<file path="src/rtl/core/mmq_pkg.sv">
`timescale 1ns / 1ps
// ----------------------------------------------------------------------------
// mmq_pkg: shared types and constants of the min/max queue
// Request and status codes, channel payload types and the cell control group.
// ----------------------------------------------------------------------------
package mmq_pkg;

    localparam int DEPTH_DEF      = 16;
    localparam int DATA_WIDTH_DEF = 32;

    typedef enum logic [1:0] {
        REQ_PUSH = 2'd0,
        REQ_POP  = 2'd1,
        REQ_PEEK = 2'd2
    } t_req;

    typedef enum logic [1:0] {
        ST_DONE       = 2'd0,
        ST_PUSH_FULL  = 2'd1,
        ST_POP_EMPTY  = 2'd2
    } t_status;

    typedef struct packed {
        logic [1:0]         req_type;
        logic signed [31:0] push_value;
    } t_in_item;

    typedef struct packed {
        logic [1:0]         status;
        logic signed [31:0] front_value;
        logic signed [31:0] min_value;
        logic signed [31:0] max_value;
        logic [4:0]         fill_count;
        logic               is_empty;
    } t_out_item;

    typedef struct packed {
        logic push;
        logic pop;
        logic tail;
    } t_cell_ctrl;

endpackage

</file>
<file path="src/rtl/core/mmq_cell.sv">
`timescale 1ns / 1ps
// ----------------------------------------------------------------------------
// mmq_cell: one slot of the queue chain
// Holds an element and the minimum and maximum of it and all newer elements.
// Shifts from its rear neighbor on a pop, folds in the new value on a push.
// ----------------------------------------------------------------------------
module mmq_cell #(
    parameter int DATA_WIDTH = mmq_pkg::DATA_WIDTH_DEF
) (
    input  logic                         i_clk,
    input  mmq_pkg::t_cell_ctrl          i_ctrl,
    input  logic signed [DATA_WIDTH-1:0] i_push_value,
    input  logic signed [DATA_WIDTH-1:0] i_nbr_value,
    input  logic signed [DATA_WIDTH-1:0] i_nbr_min,
    input  logic signed [DATA_WIDTH-1:0] i_nbr_max,
    output logic signed [DATA_WIDTH-1:0] o_value,
    output logic signed [DATA_WIDTH-1:0] o_min,
    output logic signed [DATA_WIDTH-1:0] o_max,
    output logic signed [DATA_WIDTH-1:0] o_next_value,
    output logic signed [DATA_WIDTH-1:0] o_next_min,
    output logic signed [DATA_WIDTH-1:0] o_next_max
);

    logic signed [DATA_WIDTH-1:0] r_value, r_min, r_max;
    logic signed [DATA_WIDTH-1:0] n_value, n_min, n_max;

    always_comb begin
        n_value = r_value;
        n_min   = r_min;
        n_max   = r_max;
        if (i_ctrl.pop) begin
            n_value = i_nbr_value;
            n_min   = i_nbr_min;
            n_max   = i_nbr_max;
        end else if (i_ctrl.push) begin
            if (i_ctrl.tail) begin
                n_value = i_push_value;
                n_min   = i_push_value;
                n_max   = i_push_value;
            end else begin
                if (i_push_value < r_min) n_min = i_push_value;
                if (i_push_value > r_max) n_max = i_push_value;
            end
        end
    end

    always_ff @(posedge i_clk) begin
        r_value <= n_value;
        r_min   <= n_min;
        r_max   <= n_max;
    end

    assign o_value      = r_value;
    assign o_min        = r_min;
    assign o_max        = r_max;
    assign o_next_value = n_value;
    assign o_next_min   = n_min;
    assign o_next_max   = n_max;

endmodule

</file>
<file path="src/rtl/core/min_max_fifo_queue_top.sv">
`timescale 1ns / 1ps
// ----------------------------------------------------------------------------
// min_max_fifo_queue_top: bounded FIFO reporting front, minimum and maximum
// Takes one push, pop or peek request per cycle while not stalled and
// returns one status item per request from an output register next cycle.
// ----------------------------------------------------------------------------
// The queue is a chain of DEPTH cells with the oldest element in cell 0. Each
// cell keeps the minimum and maximum of its element and all newer ones, so
// cell 0 always carries the answer for the whole queue. A pop shifts every
// cell one place toward the front, a push writes the cell at the fill count
// and folds its value into all cells ahead of it, all in the same cycle. A
// new request is taken every cycle while the result register is free or
// being drained. A push into a full queue returns status 1 and a pop from
// an empty one status 2, both leaving the contents unchanged; an empty
// queue reports zero for front, minimum and maximum.
// ----------------------------------------------------------------------------
module min_max_fifo_queue_top #(
    parameter int DEPTH      = mmq_pkg::DEPTH_DEF,
    parameter int DATA_WIDTH = mmq_pkg::DATA_WIDTH_DEF
) (
    input  logic               i_clk,
    input  logic               i_rst_n,
    input  logic               i_in_valid,
    output logic               o_in_stall,
    input  mmq_pkg::t_in_item  i_in_data,
    output logic               o_out_valid,
    input  logic               i_out_stall,
    output mmq_pkg::t_out_item o_out_data
);

    localparam int CW = $clog2(DEPTH + 1);

    logic                         in_acc;
    logic                         is_full, is_empty_now;
    logic                         do_push, do_pop;
    logic [1:0]                   status;
    logic signed [DATA_WIDTH-1:0] push_value;

    logic [CW-1:0]                r_count, n_count;
    logic                         r_out_valid;
    mmq_pkg::t_out_item           r_out, n_out;

    mmq_pkg::t_cell_ctrl          ctrl     [DEPTH];
    logic signed [DATA_WIDTH-1:0] c_value  [DEPTH];
    logic signed [DATA_WIDTH-1:0] c_min    [DEPTH];
    logic signed [DATA_WIDTH-1:0] c_max    [DEPTH];
    logic signed [DATA_WIDTH-1:0] nx_value [DEPTH];
    logic signed [DATA_WIDTH-1:0] nx_min   [DEPTH];
    logic signed [DATA_WIDTH-1:0] nx_max   [DEPTH];

    assign o_in_stall   = r_out_valid && i_out_stall;
    assign in_acc       = i_in_valid && !o_in_stall;
    assign is_full      = (r_count == CW'(DEPTH));
    assign is_empty_now = (r_count == '0);
    assign push_value   = DATA_WIDTH'(i_in_data.push_value);

    always_comb begin
        do_push = 1'b0;
        do_pop  = 1'b0;
        status  = mmq_pkg::ST_DONE;
        unique case (i_in_data.req_type)
            mmq_pkg::REQ_PUSH: begin
                if (is_full) status = mmq_pkg::ST_PUSH_FULL;
                else         do_push = in_acc;
            end
            mmq_pkg::REQ_POP: begin
                if (is_empty_now) status = mmq_pkg::ST_POP_EMPTY;
                else              do_pop = in_acc;
            end
            default: status = mmq_pkg::ST_DONE;
        endcase
    end

    always_comb begin
        n_count = r_count;
        if (do_push)     n_count = r_count + CW'(1);
        else if (do_pop) n_count = r_count - CW'(1);
    end

    for (genvar g = 0; g < DEPTH; g++) begin : g_cell
        logic signed [DATA_WIDTH-1:0] nbr_value, nbr_min, nbr_max;

        if (g == DEPTH - 1) begin : g_last
            assign nbr_value = '0;
            assign nbr_min   = '0;
            assign nbr_max   = '0;
        end else begin : g_mid
            assign nbr_value = c_value[g+1];
            assign nbr_min   = c_min[g+1];
            assign nbr_max   = c_max[g+1];
        end

        assign ctrl[g].push = do_push;
        assign ctrl[g].pop  = do_pop;
        assign ctrl[g].tail = (r_count == CW'(g));

        mmq_cell #(
            .DATA_WIDTH(DATA_WIDTH)
        ) u_cell (
            .i_clk        (i_clk),
            .i_ctrl       (ctrl[g]),
            .i_push_value (push_value),
            .i_nbr_value  (nbr_value),
            .i_nbr_min    (nbr_min),
            .i_nbr_max    (nbr_max),
            .o_value      (c_value[g]),
            .o_min        (c_min[g]),
            .o_max        (c_max[g]),
            .o_next_value (nx_value[g]),
            .o_next_min   (nx_min[g]),
            .o_next_max   (nx_max[g])
        );
    end

    always_comb begin
        n_out.status      = status;
        n_out.fill_count  = 5'(n_count);
        n_out.is_empty    = (n_count == '0);
        n_out.front_value = '0;
        n_out.min_value   = '0;
        n_out.max_value   = '0;
        if (n_count != '0) begin
            n_out.front_value = 32'(nx_value[0]);
            n_out.min_value   = 32'(nx_min[0]);
            n_out.max_value   = 32'(nx_max[0]);
        end
    end

    always_ff @(posedge i_clk) begin
        if (!i_rst_n) begin
            r_count     <= '0;
            r_out_valid <= 1'b0;
        end else begin
            r_count <= n_count;
            if (in_acc)            r_out_valid <= 1'b1;
            else if (!i_out_stall) r_out_valid <= 1'b0;
        end
    end

    always_ff @(posedge i_clk) begin
        if (in_acc) r_out <= n_out;
    end

    assign o_out_valid = r_out_valid;
    assign o_out_data  = r_out;

    a_count_bound: assert property (@(posedge i_clk) disable iff (!i_rst_n)
        r_count <= CW'(DEPTH))
        else $error("fill count beyond depth");

    a_count_hold: assert property (@(posedge i_clk) disable iff (!i_rst_n)
        !in_acc |=> $stable(r_count))
        else $error("fill count moved without a request");

    a_result_follows: assert property (@(posedge i_clk) disable iff (!i_rst_n)
        in_acc |=> o_out_valid)
        else $error("accepted request produced no result");

    a_pop_empty: assert property (@(posedge i_clk) disable iff (!i_rst_n)
        (in_acc && i_in_data.req_type == mmq_pkg::REQ_POP && is_empty_now)
        |=> (o_out_data.status == mmq_pkg::ST_POP_EMPTY && o_out_data.is_empty))
        else $error("pop on empty not flagged");

endmodule
</file>
<file path="config.mk">
export PLATFORM = sky130hd
export DESIGN_NAME = min_max_fifo_queue_top
export DESIGN_NICKNAME = d
export VERILOG_FILES = /design/src/rtl/core/mmq_pkg.sv /design/src/rtl/core/mmq_cell.sv /design/src/rtl/core/min_max_fifo_queue_top.sv
export SDC_FILE = /design/constraint.sdc
export NUM_CORES = 2
export LEC_CHECK = 0
export BUFFER_PORTS_ARGS = -buffer_cell sky130_fd_sc_hd__buf_2
export CORE_MARGIN = 2
export CORE_UTILIZATION = 30
export CTS_BUF_LIST = sky130_fd_sc_hd__clkbuf_8
export DETAILED_ROUTE_END_ITERATION = 6
export GPL_TIMING_DRIVEN = 0
export PLACE_DENSITY_LB_ADDON = 0.25
export SLEW_MARGIN = 0
export SYNTH_ARGS = -nofsm -noshare
export SYNTH_HDL_FRONTEND = slang
export SYNTH_HIERARCHICAL = 1
export SYNTH_SLANG_ARGS = --single-unit
export TNS_END_PERCENT = 20
</file>
<file path="constraint.sdc">
create_clock -name i_clk -period 6.6 [get_ports i_clk]
set_clock_uncertainty 0.1 [all_clocks]
set_input_delay 0.66 -clock i_clk [delete_from_list [all_inputs] [get_ports i_clk]]
set_output_delay 0.66 -clock i_clk [all_outputs]
set_load 0.01 [all_outputs]
</file>
# Word level (Yosys, flattened, before mapping)
# Index checks and enable logic that the tools add are counted.
word_totals:
  reg_bits: 1646
  inputBits: 38
  out_inout_bits: 106
  word_cells: 385
op_classes:
  n_addsub: 2
  order_cmp: 32
  n_eq_ne: 18
  muxes: 180
  reduce_logical: 97
ops:
  columns: ["cell", "n"]
  rows:
  - ["2-to-1 mux 32 bit", 169]
  - ["greater-than comparator 32 bit", 16]
  - ["< comparator 32 bit", 16]
  - ["AND reduction 2 bit", 45]
  - ["nonzero test 3 bit", 28]
  - ["equality test 5 x 4 -> 1 bit (second input constant)", 8]
  - ["nonzero test 2 bit", 17]
  - ["equality test 5 x 3 -> 1 bit (second input constant)", 4]
  - ["equality test 5 x 2 -> 1 bit (second input constant)", 2]
  - ["logical NOT 5 bit", 2]
  - ["2-to-1 mux 5 bit", 2]
  - ["2-to-1 mux 1 bit", 7]
  - ["adder 5 x 1 -> 5 bit (second input constant)", 1]
  - ["equality test 5 x 1 -> 1 bit (second input constant)", 1]
  - ["equality test 5 bit (second input constant)", 1]
  - ["nonzero test 5 bit", 1]
  - ["subtractor 5 x 1 -> 5 bit (second input constant)", 1]
  - ["one-hot mux 2 bit (2 select lines)", 1]
  - ["equality test 2 x 1 -> 1 bit (second input constant)", 1]
  - ["logical AND 1 bit", 2]
  - ["logical NOT 2 bit", 1]
  - ["2-to-1 mux 2 bit", 1]
  - ["inequality test 2 x 1 -> 1 bit (second input constant)", 1]
  - ["logical NOT 1 bit", 1]

# Longest topological paths before layout
logic_depth:
  ltp_word: 8
  mapped_depth: 12
  depth_no_buf: 11

# Hierarchy
# The synthesis kept the hierarchy.
by_module_without_submodules:
  columns: ["mod", "n_inst", "cells_per_inst", "area_per_inst_um2", "seq_area_each_um2"]
  rows:
  - ["mmq_cell (g_cell[0].u_cell ...)", 12, 665, 5610.4, 1921.8]
  - ["mmq_cell (g_cell[6].u_cell ...)", 4, 677, 5905.7, 1921.8]
  - ["min_max_fifo_queue_top", 1, 321, 4830.9, 3243.1]

# Least setup slack after synthesis
# No wires, ideal clock.
synth_timing:
  path_type: "register to register"
  startpoint: "register r_count[0]"
  endpoint: "register r_out, in the netlist o_out_data[37], data pin"
  setup_time_ns: 0.154
  t_arrival_ns: 5.175
  required_time_ns: 6.346
  setup_slack_ns: 1.171
  stages_incl_launch_ff: 13
  path_buffers: 4
  period_less_slack_ns: 5.429
  cell_sequence: "dfxtp_1 -> inv_1 -> ha_1 -> or4b_1 -> buf_2 -> nand2_1 -> nor2_1 -> buf_2 -> buf_6 -> clkbuf_1 -> a31oi_1 -> a21oi_1 -> a21boi_0"
synth_lines:
  columns: ["element", "line", "rtl"]
  rows:
  - ["from (decl)", "min_max_fifo_queue_top.sv:39", "logic [CW-1:0] r_count, n_count;"]
  - ["from (signal assigned)", "min_max_fifo_queue_top.sv:134", "r_count <= n_count;"]
  - ["to (signal assigned)", "min_max_fifo_queue_top.sv:141", "if (in_acc) r_out <= n_out;"]
  - ["to (decl)", "min_max_fifo_queue_top.sv:41", "mmq_pkg::t_out_item r_out, n_out;"]

==> impl_metrics.toml <==
[route]
totalWireLength_mm = 313
route.vias.total = 82700
drc = 0
detail_route.wl_per_cell_um = 19.5
first_iter_violations = 6144
ant_nets = 0
vias_per_cell = 5.16
drt-pass1-iter-count = 6

[clock_network]
clock_latency_ns = 0.97
cts.sinks = 1646
cts_hold_buf = 12
cts_buffer_depth = 4
cts-buffers-inserted = 306
cts-htree-levels = 5
cts.clk_slew.worst_paths_ns = 0.06
post-cts-setup-buffers = 0
clk_root_buffer_cell = "clkbuf_8"
ctsResizeCount = 0
cts_tree = "done"

[cells_and_area]
fin_area_um2 = 109000
layout_commonest_cell = "dfxtp_1"
syn_to_final_growth_pct = 14.2
drive_above_1_share_pct = 7.61
layout.nets = 12700
final_core_util_pct = 34.4
layout_common_cells = "1542 x dfxtp_1, 1160 x inv_1, 1058 x o21ai_0"

[logic_synthesis]
synth_ff_type = "dfxtp_1"
yosys.area.top_type = "dfxtp_1"
yosysTopAreaCellShare_pct = 32.2
ys_ff_latch = 1646
async_reset_ff_share_pct = 0
synth.avg_cell_area_um2 = 8.70
yosysSeqAreaShare_pct = 35.5
synth-edff-count = 104
syn_inst = 11000
synth.distinct_cells = 76
yosys-top-cells-area = "dfxtp_1 32%, ha_1 13%, o21ai_0 5.5%, a221o_1 5.5%, mux2i_1 5.5%"
syn-cell-area_um2 = 95800
synth_warnings = 6

[global_routing]
grt.overflow.total = 0
antenna_found_initial = 4
grt_pass1_vias = 79400
grt_max_degree = 65
grt_use_total_pct = 18.5
grt_pass1_wl_mm = 476

[power]
ir_drop_mv = 0.231
combinationalPowerShare_pct = 38.0
p_sw_share_pct = 39.2
p_int_mw = 26.2
powerDensity_nw_per_um2 = 394
p_seq_share_pct = 39.2
clkPwrFrac_pct = 22.8
switchingPower_mw = 16.9
leakagePower_nw = 48.2
total_power_mw = 43.1

[floorplan]
core_area_um2 = 318000
die-area_um2 = 324000
rows = 207
die_x_um = 569
die_h_um = 569
initial_core_util_pct = 30.1
ios = 144

[critical_path]
rr_worst_depth = 10
arrival_ns = 5.40
critical_path_class = "reg -> reg"
cp-end-kind = "flop"
worst-endpoint-required_ns = 7.30
critPathLaunchType = "flop"
crit_fanout = 10

[timing]
fmax_ghz = 0.213
drv_slew = 7
worstMarginPinSlew_ns = 1.54
hold_viol_final = 0
relSlewSlack_pct = -3.00
whs_ns = 0.102
min_period_ns = 4.70
period_share_pct = 71.2
rsz0062_at_grt = "false"
setup_viol = 0

[placement]
dpl_cell_area_um2 = 103000
gp_congestion = 0.861
place.detailed.hpwl_mm = 234
io_buffers = 143

[job]
maxCapViolCount = 1

[status]
violations = "capacitance limit, slew limit"
status = "complete, but fails checks"

[min_path]
whs_path_depth = 3
hold_class = "in -> reg"
==> registers in the layout (all words and copies together), names as in the netlist <==
name                   count
o_out_data               104
o_out_valid                1
r_count                    5
g_cell.u_cell/o_value    512
g_cell.u_cell/o_min      512
g_cell.u_cell/o_max      512
==> final cells by class <==
cell class / count / area [um2]
fillers: 33600 / 208000
multi-input cells: 7641 / 54600
flip-flops and latches: 1646 / 34000
well taps: 4180 / 5230
clock buffers: 365 / 5020
inverters: 1057 / 3970
plain buffers: 760 / 3610
repair buffers: 203 / 2150
clock inverters: 154 / 836
diodes: 5 / 12.5
==> Yosys cell counts (104+ instances only) <==
library cell,instances
dfxtp_1,1542
o21ai_0,1058
inv_1,1056
ha_1,1014
a21oi_1,859
nand2_1,833
clkbuf_1,539
nor2b_1,533
a221o_1,524
mux2i_1,524
a31oi_1,413
nor3_1,410
nor2_1,184
a311oi_1,132
a41oi_1,128
o31ai_1,128
nand4_1,122
edfxtp_1,104
==> power groups by stage <==
stage / registers (mW) / logic, mW / clock network, mW
after floorplan: 15.7 / 12.5 / 0
after global placement: 17.0 / 16.0 / 0
after detailed placement: 17.1 / 16.3 / 0
after CTS: 16.9 / 16.3 / 10.1
after global routing: 17.4 / 18.9 / 10.5
final: 16.9 / 16.4 / 9.83
==> metrics by stage <==
stage                     setup TNS [ns]  setup WS, ns  instances
after floorplan                        0          1.17      11100
after global placement          -7321.25         -6.07      15400
after detailed placement               0          1.59      15500
after CTS                              0          1.95      16000
after global routing                   0          1.72      16000
final                                  0          1.90      16000
==> worst max-delay path: stages, from the launching register on <==
cell	delay, ns
dfxtp_1	0.37
clkbuf_1	0.66
nor4bb_1	0.18
nor3_2	0.84
buf_8	0.24
inv_1	0.17
a31oi_1	0.43
clkbuf_1	0.46
a31oi_1	0.15
a21oi_1	0.63
a21boi_0	0.28
==> path summary, 6_finish.rpt <==
| kind | slack (ns) | endpoint | from |
|---|---|---|---|
| setup / recovery | 1.90 | o_out_data[36] | r_count[3] |
| hold / removal | 0.10 | g_cell[15].u_cell/o_max[8] | i_in_data[8] |
| setup reg to reg | 1.90 | o_out_data[36] | r_count[3] |
| hold reg to reg | 0.32 | g_cell[12].u_cell/o_value[1] | g_cell[13].u_cell/o_value[1] |
==> logic make-up after synthesis <==
kind of cell	Yosys count	share of synthesized area, %
buffers and inverters	1817	7.91
DFF	1646	35.5
adders and majority gates	1014	13.2
muxes	536	5.62
AOI/OAI and AO/OA	3621	24.9
other	1	0.00392
xor gates and xnor gates	1	0.00915
and+or+nand+nor	2373	12.8
==> per-layer routing <==
layer  share of wire, %  GRT usage (%)
met5             0.0048              0
met4                3.8           6.76
met3                4.4           2.27
met2                 42           28.0
met1                 50           26.8
Power figures use the tool's default switching activity.
